--- src/sv/mna_ram.sv ---
// Generic single-port-write, single-port-read RAM with a registered read.
`default_nettype none
module mna_ram #(
  parameter int WIDTH = 8,
  parameter int DEPTH = 64
) (
  input  wire logic                                  clk,
  input  wire logic                                  we,
  input  wire logic [(DEPTH > 1 ? $clog2(DEPTH) : 1)-1:0] waddr,
  input  wire logic [WIDTH-1:0]                      wdata,
  input  wire logic                                  re,
  input  wire logic [(DEPTH > 1 ? $clog2(DEPTH) : 1)-1:0] raddr,
  output logic      [WIDTH-1:0]                      rdata
);

  logic [WIDTH-1:0] mem [DEPTH];

  always_ff @(posedge clk) begin
    if (we) begin
      mem[waddr] <= wdata;
    end
    if (re) begin
      rdata <= mem[raddr];
    end
  end

endmodule
`default_nettype wire

--- config.mk ---
export PLATFORM = sky130hd
export DESIGN_NAME = mna_ram
export DESIGN_NICKNAME = d
export VERILOG_FILES = /design/src/sv/mna_ram.sv
export SDC_FILE = /design/constraint.sdc
export NUM_CORES = 1
export LEC_CHECK = 0
export CAP_MARGIN = 20
export CORE_MARGIN = 5
export CORE_UTILIZATION = 42
export DETAILED_ROUTE_END_ITERATION = 8
export DONT_BUFFER_PORTS = 1
export SYNTH_ARGS = -nofsm -noshare
export SYNTH_HDL_FRONTEND = slang
export SYNTH_SLANG_ARGS = --single-unit
--- constraint.sdc ---
create_clock -name clk -period 6.3 [get_ports clk]
set_clock_uncertainty 0.15 [all_clocks]
set_input_delay 0.63 -clock clk [delete_from_list [all_inputs] [get_ports clk]]
set_output_delay 0.63 -clock clk [all_outputs]
set_load 0.05 [all_outputs]
### Yosys cells after proc, flatten, opt, wreduce, memory -nomap -nowiden

Memory sizes are Yosys's and may differ from the RTL's. A register that Yosys moved wholly into a read port is not among the register bits.
Index checks and enable logic that the tools add are counted.

| word-level totals | value |
|---|---|
| flip-flop bits (word level) | 0 |
| RAM bits | 512 |
| bits of input ports | 23 |
| output and inout bits | 8 |
| word-level logic and storage cells | 3 |
| memories | 1 |

Memories:

| name | depth | bits a word | rd ports | clocked after memory_dff | wr ports | RTL line | source |
|---|---|---|---|---|---|---|---|
| mem | 64 | 8 | 1 | 1 | 1 | 16 | `logic [WIDTH-1:0] mem [DEPTH];` |

| cells by class | value |
|---|---|
| muxes and demuxes | 2 |

Operators with widths:

| kind | number |
|---|---|
| $mux 1 | 2 |

### Longest topological paths before layout

| logic depth | value |
|---|---|
| word-level depth | 2 |
| gate-level depth with buffers | 9 |
| gate-level depth less buffers | 5 |

### Least setup slack after synthesis

Ideal clock, no wire load.

| timing path | value |
|---|---|
| kind | input -> register |
| start | input port raddr[1] (netlist name) |
| end | register rdata[3] (read register of mem) (data pin) |
| setup time | 0.266 ns |
| arrival time | 2.170 ns |
| path slack | 3.714 ns |
| cell stages on the path | 7 |
| buffers on the path | 3 |
| path through | buf_4 > buf_2 > buf_2 > mux4_2 > mux4_2 > o21ai_1 > o41ai_1 |

RTL lines:

| element | RTL line | source |
|---|---|---|
| from (decl) | 12 | `input wire logic [(DEPTH > 1 ? $clog2(DEPTH) : 1)-1:0] raddr,` |
| to (decl) | 13 | `output logic [WIDTH-1:0] rdata` |

==> results.json <==
{
  "die_width_um": 230,
  "fmaxAchievable_mhz": 397,
  "antenna_found_initial": 1,
  "avgSynthCellArea_sq_um": 21.5,
  "setup_viol": 0,
  "place.gp.congestion": 0.780,
  "drt_first_iter_violations": 1190,
  "rows": 80,
  "yosys_register_bits": 520,
  "hold_viol": 0,
  "layout_common_cells": "edfxtp_1, mux4_2, nor2_1",
  "pin_count": 31,
  "globalRoute.totalOverflow": 0,
  "ir_drop_mv": 0.194,
  "outcome": "complete, no violations",
  "core-area_sq_um": 47700,
  "cts_resized": 0,
  "synth_area_sq_um": 20200,
  "track_usage": 0.180,
  "die_area_sq_um": 52700,
  "place_hpwl_mm": 25.6,
  "min_period_ns": 2.52,
  "end_kind": "flop",
  "worstMarginPinSlew_ns": 1.05,
  "cpPeakStageDelay_ns": 0.59,
  "slew_headroom": 0.298,
  "die_h_um": 230,
  "synth_cell_types": 39,
  "arrival_ns": 2.68,
  "drt-total-wl_mm": 47.3,
  "via_count": 9546,
  "drtPass1Iterations": 6,
  "post-route-period-util": 0.400,
  "diodes": 0,
  "clk_latency_ns": 0.58,
  "htreeDepth": 2,
  "avgRoutedWirePerCell_um": 29.3,
  "synth_ff_type": "edfxtp_1",
  "numCtsBuffers": 50,
  "synth_cells": 940,
  "drc": 0,
  "place_ws_ns": 3.45,
  "grt_pass1_wl_mm": 69.2,
  "cts_buffer_depth": 3,
  "powerDensity_nw_per_um2": 310,
  "final_antenna_net_count": 0,
  "ys_warn_count": 0,
  "clkTransAtPathRegs_ns": 0.06,
  "maxCapViolations": 0,
  "fillers": 3865,
  "synth_edf_count": 520,
  "grt_max_degree": 138,
  "nets": 984,
  "fin_tns_setup_ns": 0,
  "cp-start-kind": "input port",
  "criticalPathCategory": "in -> reg",
  "crit_path_top_delay_cell": "mux4_2",
  "synth_nets": 963,
  "worst_hold_path_type": "in -> reg",
  "start_util": 0.424,
  "leakage_nw": 6.84,
  "cts_num_sinks": 520,
  "crit_required_ns": 6.46,
  "cp_cell_sequence": "mux4_2, mux2_2, o221a_2, nor3_1, o32ai_1",
  "async_flop_share": 0,
  "io_buffers": 0,
  "slew_viol_final": 0,
  "drive_gt1_frac": 0.212,
  "tritoncts": "built",
  "grt_pass1_vias": 9736,
  "cts_root_buffer": "clkbuf_16",
  "vias_per_cell": 5.91,
  "worstPathMaxFanout": 137,
  "ys_seq_area_frac": 0.771,
  "grt_setup_unrepaired": "no",
  "fin_ws_ns": 3.78,
  "area_growth_syn_to_layout_pct": 11.2,
  "final_common_cell": "edfxtp_1"
}
kinds of logic (layout without fill, tap and decap cells):
| family | after synthesis | count (layout) | share of synthesized area |
|---|---|---|---|
| buffers and inverters | 51 | 110 | 0.0156 |
| AO/OA/AOI/OAI | 54 | 54 | 0.0206 |
| flip-flops | 520 | 520 | 0.771 |
| AND/OR/NAND/NOR | 153 | 153 | 0.0337 |
| multiplexers | 162 | 162 | 0.159 |
Yosys cell counts (3+ instances only):
library cell / number / area [sq um]
edfxtp_1: 520 / 15600
mux4_2: 126 / 2840
nor2_1: 83 / 312
mux2i_1: 23 / 230
nand2_1: 19 / 71.3
clkbuf_1: 17 / 63.8
nor2b_1: 14 / 87.6
buf_4: 13 / 97.6
mux2_2: 13 / 146
nand3_1: 13 / 65.1
buf_2: 11 / 55.1
o221ai_1: 8 / 70.1
o22ai_1: 8 / 50.1
nand2b_1: 7 / 43.8
nor3_1: 7 / 35.0
a221oi_1: 6 / 52.6
a211oi_1: 4 / 30.0
buf_1: 4 / 15.0
buf_6: 4 / 45.0
a21oi_1: 3 / 15.0
a22oi_1: 3 / 22.5
nand3b_1: 3 / 22.5
o2111ai_1: 3 / 26.3
o2bb2ai_1: 3 / 26.3
layer usage:
layer	global-route usage	up-vias	share of wire
met5	0	-	0.00028
met4	0.0506	2	0.023
met3	0.0457	75	0.082
met2	0.272	375	0.46
met1	0.262	5121	0.43
li1	-	3973	-
what timing repair did:
item	CTS	global route
endpoints found under the setup margin	0	0
hold endpoints to repair	379	0
buffers inserted	0	0
hold buffers	18	0
where the power goes:
part / total, mW / leakage [nW] / switching (mW) / internal [mW]
Clock: 2.83 / 0.740 / 1.24 / 1.60
Sequential: 3.86 / 4.69 / 0.0272 / 3.84
Combinational: 0.275 / 1.42 / 0.146 / 0.128
layout make-up:
class                           count  area (sq um)  share of cell area
Clock inverter                     28           196             0.00872
Tap cell                          615           769              0.0342
Timing Repair Buffer               20           305              0.0136
Multi-Input combinational cell    369          4320               0.192
Clock buffer                       62          1320              0.0585
Sequential cell                   520         15600               0.693
per-stage QoR:
stage | instances | hold slack (ns) | util | total power, mW | area (sq um)
2_1_floorplan | 940 | 0.579 | - | 4.14 | 20200
3_3_place_gp | 1506 | 0.588 | 0.434 | 4.13 | 20700
3_5_place_dp | 1506 | 0.586 | 0.434 | 4.14 | 20700
4_1_cts | 1614 | 0.00409 | 0.472 | 7.03 | 22500
5_1_grt | 1614 | 0.0190 | 0.472 | 7.18 | 22500
6_report | 1614 | 0.0583 | 0.472 | 6.97 | 22500
worst paths after layout:
kind / start / endpoint / slack [ns] / depth (start not counted)
min: wdata[7] / mem[34][7] / 0.06 / 0
min reg2reg: mem[19][2] / rdata[2] / 0.81 / 4
max reg2reg: mem[21][6] / rdata[6] / 3.82 / 5
max: raddr[0] / rdata[6] / 3.78 / 5
critical path: cells and delay by family:
family / cells / cell delay, ns
muxes: 2 / 0.88
and+or+nand+nor: 1 / 0.49
AOI/OAI and AO/OA: 2 / 0.46
state kept, by name, summed over array words and instances, names as in the netlist:
name   count
mem      512
rdata      8
Power figures use the tool's default switching activity.
